<file path="config.mk">
export PLATFORM = sky130hd
export DESIGN_NAME = classification_error_counter_top_flat
export DESIGN_NICKNAME = d
export VERILOG_FILES = /design/src/rtl/cec_pkg.sv /design/src/rtl/cec_if.sv /design/src/rtl/cec_in_reg.sv /design/src/rtl/cec_core.sv /design/src/rtl/classification_error_counter_top.sv /design/src/flat_wrapper.sv
export SDC_FILE = /design/constraint.sdc
export NUM_CORES = 1
export LEC_CHECK = 0
export ABC_AREA = 1
export BUFFER_PORTS_ARGS = -buffer_cell sky130_fd_sc_hd__buf_2
export CAP_MARGIN = 20
export CORE_MARGIN = 1.5
export CORE_UTILIZATION = 50
export DETAILED_ROUTE_END_ITERATION = 8
export GPL_ROUTABILITY_DRIVEN = 0
export HOLD_SLACK_MARGIN = 0.15
export PLACE_DENSITY = 0.77
export SYNTH_ARGS = -nofsm -noshare
export SYNTH_HDL_FRONTEND = slang
export SYNTH_SLANG_ARGS = --single-unit
</file>
<file path="constraint.sdc">
create_clock -name clk -period 4.12 [get_ports clk]
set_input_delay 0.412 -clock clk [delete_from_list [all_inputs] [get_ports clk]]
set_output_delay 0.412 -clock clk [all_outputs]
set_load 0.1 [all_outputs]
</file>
<file path="src/rtl/cec_pkg.sv">
// ----------------------------------------------------------------------------
// cec_pkg
// Shared types and codes of the classification error counter.
// ----------------------------------------------------------------------------
package cec_pkg;

  // row tag codes, taken from the first element of a row
  localparam logic [1:0] KIND_LABELLED = 2'd0;
  localparam logic [1:0] KIND_MISSING  = 2'd1;
  localparam logic [1:0] KIND_SEQ_END  = 2'd2;

  // configuration register indexes
  localparam logic CFG_IDX_ARGMAX = 1'b0;
  localparam logic CFG_IDX_SEQ    = 1'b1;

  // per-element control fields of one input beat
  typedef struct packed {
    logic [1:0] truth_kind;
    logic       row_last;
    logic       new_set;
  } ctrl_t;

endpackage

</file>
<file path="src/rtl/cec_if.sv">
// ----------------------------------------------------------------------------
// cec_in_if / cec_out_if
// Valid/ready channels carrying score elements in and error counts out.
// ----------------------------------------------------------------------------
interface cec_in_if #(
  parameter int SCORE_BITS = 16
);
  logic                         valid;
  logic                         ready;
  logic signed [SCORE_BITS-1:0] predicted_score;
  logic signed [SCORE_BITS-1:0] truth_score;
  logic [1:0]                   truth_kind;
  logic                         row_last;
  logic                         new_set;

  modport source (output valid, predicted_score, truth_score, truth_kind, row_last, new_set,
                  input ready);
  modport sink   (input valid, predicted_score, truth_score, truth_kind, row_last, new_set,
                  output ready);
endinterface

interface cec_out_if #(
  parameter int COUNT_BITS = 32
);
  logic                  valid;
  logic                  ready;
  logic [COUNT_BITS-1:0] wrong_count;
  logic [COUNT_BITS-1:0] valid_count;

  modport source (output valid, wrong_count, valid_count, input ready);
  modport sink   (input valid, wrong_count, valid_count, output ready);
endinterface

</file>
<file path="src/rtl/cec_in_reg.sv">
// ----------------------------------------------------------------------------
// cec_in_reg
// Input register: captures one element beat and holds it for the core.
// ----------------------------------------------------------------------------
module cec_in_reg #(
  parameter int SCORE_BITS = 16
) (
  input  logic                         clk,
  input  logic                         rst_n,
  cec_in_if.sink                       in_ch,
  input  logic                         adv,
  output logic                         s1_valid,
  output logic signed [SCORE_BITS-1:0] s1_pred,
  output logic signed [SCORE_BITS-1:0] s1_truth,
  output cec_pkg::ctrl_t               s1_ctrl
);
  import cec_pkg::*;

  logic                         s1_v_r, s1_v_nxt;
  logic signed [SCORE_BITS-1:0] pred_r, truth_r;
  ctrl_t                        ctrl_r;
  logic                         take;

  // register is free when empty or drained by the core this cycle
  assign in_ch.ready = adv || !s1_v_r;
  assign take        = in_ch.valid && in_ch.ready;

  always_comb begin
    s1_v_nxt = s1_v_r;
    if (in_ch.ready) begin
      s1_v_nxt = in_ch.valid;
    end
  end

  always_ff @(posedge clk) begin
    if (!rst_n) begin
      s1_v_r <= 1'b0;
    end else begin
      s1_v_r <= s1_v_nxt;
    end
  end

  // payload capture
  always_ff @(posedge clk) begin
    if (take) begin
      pred_r              <= in_ch.predicted_score;
      truth_r             <= in_ch.truth_score;
      ctrl_r.truth_kind   <= in_ch.truth_kind;
      ctrl_r.row_last     <= in_ch.row_last;
      ctrl_r.new_set      <= in_ch.new_set;
    end
  end

  assign s1_valid = s1_v_r;
  assign s1_pred  = pred_r;
  assign s1_truth = truth_r;
  assign s1_ctrl  = ctrl_r;

endmodule

</file>
<file path="src/rtl/cec_core.sv">
// ----------------------------------------------------------------------------
// cec_core
// Running argmax of both rows, error flags, saturating totals, result valid.
// ----------------------------------------------------------------------------
module cec_core #(
  parameter int MAX_CLASSES = 256,
  parameter int SCORE_BITS  = 16,
  parameter int COUNT_BITS  = 32
) (
  input  logic                         clk,
  input  logic                         rst_n,
  input  logic                         s1_valid,
  input  logic signed [SCORE_BITS-1:0] s1_pred,
  input  logic signed [SCORE_BITS-1:0] s1_truth,
  input  cec_pkg::ctrl_t               s1_ctrl,
  output logic                         adv,
  output logic                         out_valid,
  input  logic                         out_ready,
  output logic [COUNT_BITS-1:0]        wrong_count,
  output logic [COUNT_BITS-1:0]        valid_count,
  input  logic                         cfg_wr_en,
  input  logic                         cfg_index,
  input  logic                         cfg_data
);
  import cec_pkg::*;

  localparam int IDX_W = $clog2(MAX_CLASSES);
  localparam logic [IDX_W-1:0] POS_MAX = IDX_W'(MAX_CLASSES - 1);

  logic signed [SCORE_BITS-1:0] pb_r, pb_nxt, tb_r, tb_nxt;
  logic [IDX_W-1:0]             pbi_r, pbi_nxt, tbi_r, tbi_nxt, pos_r, pos_nxt;
  logic [1:0]                   kind_r, kind_nxt;
  logic                         fvd_r, fvd_nxt, err_r, err_nxt, start_r, start_nxt;
  logic [COUNT_BITS-1:0]        wrong_r, wrong_nxt, valid_r, valid_nxt;
  logic                         out_v_r, out_v_nxt;
  logic                         cfg_argmax_r, cfg_seq_r;

  logic                         fire, first, labelled, differ, err_row;
  logic [IDX_W-1:0]             pos_eff;
  logic [COUNT_BITS-1:0]        wrong_inc, valid_inc;

  // whole datapath moves when the result slot is free or being taken
  assign adv  = !out_v_r || out_ready;
  assign fire = s1_valid && adv;

  assign wrong_inc = (&wrong_r) ? wrong_r : wrong_r + COUNT_BITS'(1);
  assign valid_inc = (&valid_r) ? valid_r : valid_r + COUNT_BITS'(1);

  // per-element update
  always_comb begin
    pb_nxt    = pb_r;
    tb_nxt    = tb_r;
    pbi_nxt   = pbi_r;
    tbi_nxt   = tbi_r;
    pos_nxt   = pos_r;
    kind_nxt  = kind_r;
    fvd_nxt   = fvd_r;
    err_nxt   = err_r;
    start_nxt = start_r;
    wrong_nxt = wrong_r;
    valid_nxt = valid_r;
    out_v_nxt = out_v_r && !out_ready;
    pos_eff   = s1_ctrl.new_set ? '0 : pos_r;
    first     = (pos_eff == '0);
    labelled  = 1'b0;
    differ    = 1'b0;
    err_row   = 1'b0;
    if (fire) begin
      // new data set clears totals and sequence tracking
      if (s1_ctrl.new_set) begin
        wrong_nxt = '0;
        valid_nxt = '0;
        err_nxt   = 1'b0;
        start_nxt = 1'b1;
      end
      // running maximum, first one wins on a tie
      if (first) begin
        kind_nxt = (s1_ctrl.truth_kind == KIND_LABELLED ||
                    s1_ctrl.truth_kind == KIND_SEQ_END) ? s1_ctrl.truth_kind : KIND_MISSING;
        pb_nxt   = s1_pred;
        pbi_nxt  = '0;
        tb_nxt   = s1_truth;
        tbi_nxt  = '0;
        fvd_nxt  = (s1_pred != s1_truth);
      end else begin
        if (s1_pred > pb_r) begin
          pb_nxt  = s1_pred;
          pbi_nxt = pos_eff;
        end
        if (s1_truth > tb_r) begin
          tb_nxt  = s1_truth;
          tbi_nxt = pos_eff;
        end
      end
      pos_nxt = (pos_eff < POS_MAX) ? pos_eff + IDX_W'(1) : pos_eff;
      // row end: score the row and emit a result
      if (s1_ctrl.row_last) begin
        pos_nxt   = '0;
        out_v_nxt = 1'b1;
        labelled  = (kind_nxt == KIND_LABELLED);
        differ    = cfg_argmax_r ? (pbi_nxt != tbi_nxt) : fvd_nxt;
        if (!cfg_seq_r) begin
          if (labelled) begin
            valid_nxt = s1_ctrl.new_set ? COUNT_BITS'(1) : valid_inc;
            if (differ) begin
              wrong_nxt = s1_ctrl.new_set ? COUNT_BITS'(1) : wrong_inc;
            end
          end
        end else begin
          err_row = err_nxt || (labelled && differ);
          if (start_nxt && labelled) begin
            valid_nxt = s1_ctrl.new_set ? COUNT_BITS'(1) : valid_inc;
          end
          if (kind_nxt == KIND_SEQ_END) begin
            if (err_row) begin
              wrong_nxt = s1_ctrl.new_set ? COUNT_BITS'(1) : wrong_inc;
            end
            err_nxt   = 1'b0;
            start_nxt = 1'b1;
          end else begin
            err_nxt   = err_row;
            start_nxt = 1'b0;
          end
        end
      end
    end
  end

  // state registers
  always_ff @(posedge clk) begin
    if (!rst_n) begin
      pb_r    <= '0;
      tb_r    <= '0;
      pbi_r   <= '0;
      tbi_r   <= '0;
      pos_r   <= '0;
      kind_r  <= KIND_LABELLED;
      fvd_r   <= 1'b0;
      err_r   <= 1'b0;
      start_r <= 1'b1;
      wrong_r <= '0;
      valid_r <= '0;
      out_v_r <= 1'b0;
    end else begin
      pb_r    <= pb_nxt;
      tb_r    <= tb_nxt;
      pbi_r   <= pbi_nxt;
      tbi_r   <= tbi_nxt;
      pos_r   <= pos_nxt;
      kind_r  <= kind_nxt;
      fvd_r   <= fvd_nxt;
      err_r   <= err_nxt;
      start_r <= start_nxt;
      wrong_r <= wrong_nxt;
      valid_r <= valid_nxt;
      out_v_r <= out_v_nxt;
    end
  end

  // configuration registers
  always_ff @(posedge clk) begin
    if (!rst_n) begin
      cfg_argmax_r <= 1'b1;
      cfg_seq_r    <= 1'b0;
    end else if (cfg_wr_en) begin
      unique case (cfg_index)
        CFG_IDX_ARGMAX: cfg_argmax_r <= cfg_data;
        CFG_IDX_SEQ:    cfg_seq_r    <= cfg_data;
        default:        ;
      endcase
    end
  end

  // totals only change when the core advances, so they double as result
  assign out_valid   = out_v_r;
  assign wrong_count = wrong_r;
  assign valid_count = valid_r;

  // row end always rewinds the position
  a_row_end_rewind: assert property (@(posedge clk) disable iff (!rst_n)
    fire && s1_ctrl.row_last |=> pos_r == '0)
    else $error("position not cleared at row end");

  // mid-row element leaves a nonzero position
  a_mid_row_pos: assert property (@(posedge clk) disable iff (!rst_n)
    fire && !s1_ctrl.row_last |=> pos_r != '0)
    else $error("position cleared inside a row");

  // totals never fall except at a new data set
  a_wrong_mono: assert property (@(posedge clk) disable iff (!rst_n)
    !(fire && s1_ctrl.new_set) |=> wrong_r >= $past(wrong_r))
    else $error("wrong total decreased");

  a_valid_mono: assert property (@(posedge clk) disable iff (!rst_n)
    !(fire && s1_ctrl.new_set) |=> valid_r >= $past(valid_r))
    else $error("valid total decreased");

endmodule

</file>
<file path="src/rtl/classification_error_counter_top.sv">
// ----------------------------------------------------------------------------
// classification_error_counter_top
// Counts misclassified and valid samples or sequences over streamed rows.
// ----------------------------------------------------------------------------
// Usage:
//   in_ch carries one element beat per cycle while in_ch.ready is high:
//   predicted and truth scores, the row tag (read on the first element of
//   a row), row_last and new_set. out_ch carries one result beat per row,
//   once the core has scored the last row element from the input register:
//   the saturating wrong and valid totals. cfg_wr_en/cfg_index/cfg_data
//   write compare_by_argmax (index 0) and count_sequences (index 1); write
//   only while no row result is pending.
// Path: input register, then the scoring logic into the totals registers.
// Throughput: one element per cycle while out_ch does not stall, bounded by
//   the running compare and total update in the core.
// Reset: totals, argmax state and flags clear, a sequence start is pending,
//   compare_by_argmax = 1 and count_sequences = 0.
// Stall: while a result beat waits on out_ch.ready the core holds; the input
//   register takes one more element only if empty, then in_ch.ready drops.
// ----------------------------------------------------------------------------
module classification_error_counter_top #(
  parameter int MAX_CLASSES = 256,
  parameter int SCORE_BITS  = 16,
  parameter int COUNT_BITS  = 32
) (
  input  logic       clk,
  input  logic       rst_n,
  cec_in_if.sink     in_ch,
  cec_out_if.source  out_ch,
  input  logic       cfg_wr_en,
  input  logic       cfg_index,
  input  logic       cfg_data
);
  import cec_pkg::*;

  logic                         adv;
  logic                         s1_valid;
  logic signed [SCORE_BITS-1:0] s1_pred, s1_truth;
  ctrl_t                        s1_ctrl;

  // element input register
  cec_in_reg #(
    .SCORE_BITS (SCORE_BITS)
  ) u_in_reg (
    .clk      (clk),
    .rst_n    (rst_n),
    .in_ch    (in_ch),
    .adv      (adv),
    .s1_valid (s1_valid),
    .s1_pred  (s1_pred),
    .s1_truth (s1_truth),
    .s1_ctrl  (s1_ctrl)
  );

  // scoring and totals
  cec_core #(
    .MAX_CLASSES (MAX_CLASSES),
    .SCORE_BITS  (SCORE_BITS),
    .COUNT_BITS  (COUNT_BITS)
  ) u_core (
    .clk         (clk),
    .rst_n       (rst_n),
    .s1_valid    (s1_valid),
    .s1_pred     (s1_pred),
    .s1_truth    (s1_truth),
    .s1_ctrl     (s1_ctrl),
    .adv         (adv),
    .out_valid   (out_ch.valid),
    .out_ready   (out_ch.ready),
    .wrong_count (out_ch.wrong_count),
    .valid_count (out_ch.valid_count),
    .cfg_wr_en   (cfg_wr_en),
    .cfg_index   (cfg_index),
    .cfg_data    (cfg_data)
  );

endmodule

</file>
<file path="src/flat_wrapper.sv">
// flat-port wrapper written by rule: the top's interface ports become plain ports
module classification_error_counter_top_flat import cec_pkg::*;
#(
  parameter int MAX_CLASSES = 256,
  parameter int SCORE_BITS  = 16,
  parameter int COUNT_BITS  = 32
)
  (clk, rst_n, cfg_wr_en, cfg_index, cfg_data, in_ch_valid, in_ch_predicted_score, in_ch_truth_score, in_ch_truth_kind, in_ch_row_last, in_ch_new_set, in_ch_ready, out_ch_valid, out_ch_wrong_count, out_ch_valid_count, out_ch_ready);
  cec_in_if #(.SCORE_BITS(SCORE_BITS)) in_ch_i ();
  cec_out_if #(.COUNT_BITS(COUNT_BITS)) out_ch_i ();
  input  logic clk;
  input  logic rst_n;
  input  logic cfg_wr_en;
  input  logic cfg_index;
  input  logic cfg_data;
  input wire logic [$bits(in_ch_i.valid)-1:0] in_ch_valid;
  input wire logic [$bits(in_ch_i.predicted_score)-1:0] in_ch_predicted_score;
  input wire logic [$bits(in_ch_i.truth_score)-1:0] in_ch_truth_score;
  input wire logic [$bits(in_ch_i.truth_kind)-1:0] in_ch_truth_kind;
  input wire logic [$bits(in_ch_i.row_last)-1:0] in_ch_row_last;
  input wire logic [$bits(in_ch_i.new_set)-1:0] in_ch_new_set;
  output wire logic [$bits(in_ch_i.ready)-1:0] in_ch_ready;
  output wire logic [$bits(out_ch_i.valid)-1:0] out_ch_valid;
  output wire logic [$bits(out_ch_i.wrong_count)-1:0] out_ch_wrong_count;
  output wire logic [$bits(out_ch_i.valid_count)-1:0] out_ch_valid_count;
  input wire logic [$bits(out_ch_i.ready)-1:0] out_ch_ready;
  assign in_ch_i.valid = in_ch_valid;
  assign in_ch_i.predicted_score = in_ch_predicted_score;
  assign in_ch_i.truth_score = in_ch_truth_score;
  assign in_ch_i.truth_kind = in_ch_truth_kind;
  assign in_ch_i.row_last = in_ch_row_last;
  assign in_ch_i.new_set = in_ch_new_set;
  assign in_ch_ready = in_ch_i.ready;
  assign out_ch_valid = out_ch_i.valid;
  assign out_ch_wrong_count = out_ch_i.wrong_count;
  assign out_ch_valid_count = out_ch_i.valid_count;
  assign out_ch_i.ready = out_ch_ready;
  classification_error_counter_top #(.MAX_CLASSES(MAX_CLASSES), .SCORE_BITS(SCORE_BITS), .COUNT_BITS(COUNT_BITS)) u_core (.clk(clk), .rst_n(rst_n), .in_ch(in_ch_i), .out_ch(out_ch_i), .cfg_wr_en(cfg_wr_en), .cfg_index(cfg_index), .cfg_data(cfg_data));
endmodule
</file>
==> summary.txt <==
Status
  • Status: finished clean

Hold path
  • Hold crit path type: primary input to register
  • Hold Path Stages: 1
  • Worst hold endpoint: u_core.u_in_reg.s1_truth[9]
  • Hold Startpoint: in_ch_truth_score[9]

Synth
  • Syn Nets: 1529
  • Synth Area in XOR/XNOR: 0.01748
  • Top cells by area, synth: dfxtp_1 26%, nand2_1 12%, edfxtp_1 11%
  • Most numerous cell in the Yosys netlist: nand2_1
  • EDFF count, synth: 36
  • Avg Inst Size Synth: 6.912 um2
  • Post-synthesis sequential area ratio: 0.3655
  • Largest family of logic cells by synthesized area: simple AND/OR/NAND/NOR gates
  • Seq cells post-synth: 165
  • Post-synth top flop: dfxtp_1
  • Yosys cell types: 58
  • Top cell type's share of synthesized area: 0.2577
  • Synth Area in Adders: 0.04494
  • Syn Inst Count: 1450
  • Mapped Area: 10020 um2
  • Post-synthesis compound-gate area fraction: 0.1674
  • Synth top cells by count: 310 x nand2_1, 207 x inv_1, 130 x a21oi_1
  • Top cell type by total area after synthesis: dfxtp_1
  • Proportion of synthesized area in mux cells: 0
  • Async set-reset flop share out of synthesis: 0
  • Synth Area in Simple Gates: 0.3014
  • Yosys warning total: 0

STA
  • Final hold slack: 152.3 ps
  • Setup Viol. Count Final: 0
  • Fin crit share: 0.8520
  • Period minus WS final: 3510 ps
  • Final Hold Viols: 0
  • Slew of the pin with the lowest slew margin: 914.8 ps
  • Slew HR: 0.3887
  • RSZ-0062 raised after global routing: no
  • Fmax: 284.9 MHz
  • Clk_skew: 14.59 ps
  • Worst setup margin: 609.6 ps
  • Setup_tns: 0 ps
  • Slew Viols, Final: 0

Floorplan
  • I/O pins: 109
  • Die area: 20900 um2
  • Num rows: 51
  • CORE AREA: 19590 um2
  • Die span in x: 144.6 um
  • Die height: 144.6 um
  • Starting density of the core: 0.5116

Finish
  • Layout Utilization: 0.5958
  • Area grow syn2layout: 16.45%
  • Cell area after layout: 11670 um2
  • Layout cells sized above 1: 0.1327
  • Final net count: 1649
  • Antenna Cells: 0

Setup path
  • Crit. End Element: register
  • Flop-to-flop setup slack: 610 ps
  • Reg-to-reg critical path startpoint: u_core.u_in_reg.s1_truth[15]
  • Most frequent CP cell: nand2_1
  • CP Data Arrival Time: 3840 ps
  • FF-to-FF path depth: 19
  • CP Launch Type: register
  • Critical Path RT: 4450 ps
  • CP cell instances: ha_1 > a21oi_1 > o21ai_1 > a21oi_2 > nand2_1 > nand2_2 > nand3_2 > o21ai_1 > nand2_1 > nand2_1 > nand2_1 > nand2_1 > nor2_2 > nand2_4 > nand2_8 > a21boi_4 > nand2_1 > o21ai_0 > a21oi_1
  • Terminus of the critical flop-to-flop path: u_core.u_core.wrong_count[26]
  • Max incr delay on CP: 430 ps
  • Critical path class: register to register
  • CP max FO: 19
  • Crit-path slowest cell: edfxtp_1

Flow run
  • Max_cap viols: 0

Power
  • Clk pwr share: 0.408
  • Sequential power share: 0.444
  • Logic pwr share: 0.149
  • Sw Ratio: 0.3171
  • Peak supply drop: 0.3140 mV
  • Sw power: 1.267 mW
  • Power Dens Cells: 342.5 nW/um2
  • Lkg Pwr: 4.768 nW
  • Int Pwr: 2.730 mW

GRT
  • Vias in the first global route: 9422
  • Congestion Overflow GR: 0
  • Initial antenna violation count: 0
  • Largest net degree at the start of global routing: 58
  • Total GRT Usage: 0.2711
  • Global-route wire length before repair: 44940 um

Placement
  • Worst slack at placement: 726.7 ps
  • Count of input and output buffers: 108
  • Post-placement cell area: 10760 um2
  • DP HPWL: 19220 um

Clock tree
  • Clock sink count: 165
  • CTS tree: yes
  • CTS clock-pin slew for the worst setup and hold paths: 80 ps
  • Num CTS Buffers: 17
  • Clock Path Buffers: 2
  • Root Buffer: clkbuf_16
  • H-tree Lvls: 4
  • Clock Latency Late Sink: 440 ps
  • Setup Fix Bufs, Post-CTS: 0

Detailed routing
  • DR iter-0 viols: 957
  • Number of routed nets with antenna violations: 0
  • DR vias: 10280
  • Drt wl/cell: 15.10 um
  • Pre-antenna DRT Iters: 6
  • DRC viols: 0
  • Routed vias/inst: 5.562
  • Final wirelength: 27900 um
==> metrics by stage <==
stage	total power, mW	instances
floorplan	2.236	1450
detailed placement	2.368	1786
finish	3.997	1848
global placement	2.352	1786
CTS	3.991	1847
global route	4.139	1848
==> layer usage <==
metal / track usage / vias up / wire length, um
met5: 0 / - / 0
met4: 0.1143 / 0 / 819
met3: 0.04106 / 77 / 1980
met2: 0.4591 / 449 / 13050
met1: 0.3441 / 4687 / 12050
li1: - / 5066 / -
==> critical path: cells and delay by family (launching register included) <==
kind                       cells  cell delay [ps]
DFF                            1              430
and+or+nand+nor               11             1130
adders and majority gates      1              400
AOI/OAI and AO/OA              7             1420
==> power groups by stage <==
| stage | registers (mW) | logic [mW] | clock network (mW) |
|---|---|---|---|
| after floorplan | 1.85 | 0.388 | 0 |
| after global placement | 1.81 | 0.546 | 0 |
| after detailed placement | 1.81 | 0.561 | 0 |
| after CTS | 1.77 | 0.586 | 1.63 |
| after global routing | 1.78 | 0.659 | 1.70 |
| final | 1.77 | 0.595 | 1.63 |
==> state kept, by name, indices dropped and copies added, names as in the netlist, 4 cells and up <==
signal                     count
u_core.u_core.pb_r            16
u_core.u_core.pbi_r            8
u_core.u_core.pos_r            8
u_core.u_core.tb_r            16
u_core.u_core.tbi_r            8
u_core.u_core.valid_count     32
u_core.u_core.wrong_count     32
u_core.u_in_reg.s1_ctrl        4
u_core.u_in_reg.s1_pred       16
u_core.u_in_reg.s1_truth      16
==> placed cells by master (no fill, tap or decap), drive strengths merged, types with 2 or more instances in the layout <==
master       count
a21o             2
a211oi           4
nor3            37
buf            121
nor3b            3
o2111ai          3
o21ai          130
a21oi          135
inv            218
or2              7
clkbuf          17
nand3           96
clkinv          10
o211ai          10
nand4           34
nor4            22
edfxtp          36
and3             2
o31ai            2
nand2          321
a221oi           4
dfxtp          129
ha              36
xnor2            4
xor2            16
o41ai            2
nand3b           3
a31oi            4
dlygate4sd3     30
nor2           134
==> worst max-delay path by stage <==
stage,to,slack [ps],cells past startpoint,startpoint
global route,u_core.u_core.wrong_count[28],300,19,u_core.u_in_reg.s1_pred[15]
CTS,u_core.u_core.wrong_count[29],670,21,u_core.u_in_reg.s1_truth[15]
detailed placement,u_core.u_core.wrong_count[29],730,19,u_core.u_in_reg.s1_truth[15]
global placement,u_core.u_core.wrong_count[29],770,19,u_core.u_in_reg.s1_truth[15]
floorplan,u_core.u_core.wrong_count[29],940,18,u_core.u_core.wrong_count[1]
finish,u_core.u_core.wrong_count[26],610,19,u_core.u_in_reg.s1_truth[15]
==> layout make-up <==
type | count | area, um2
inverter | 214 | 805.8
tap | 265 | 331.6
clock inverter | 15 | 182.7
multi-input combinational | 1021 | 5324
clock buffer | 17 | 425.4
timing repair buffer | 151 | 938.4
sequential | 165 | 3664
fill | 1835 | 7919
==> cells by family after synthesis <==
logic type / Yosys count
buf+inv: 264
flops: 165
xor+xnor: 20
simple gates: 661
compound gates: 304
fa+ha+maj: 36
==> timing repair <==
item	CTS	global route
hold buffers	29	1
resized for setup	0	0
hold endpoints to repair	29	1
Note: power is estimated with default switching activity, not from simulation.
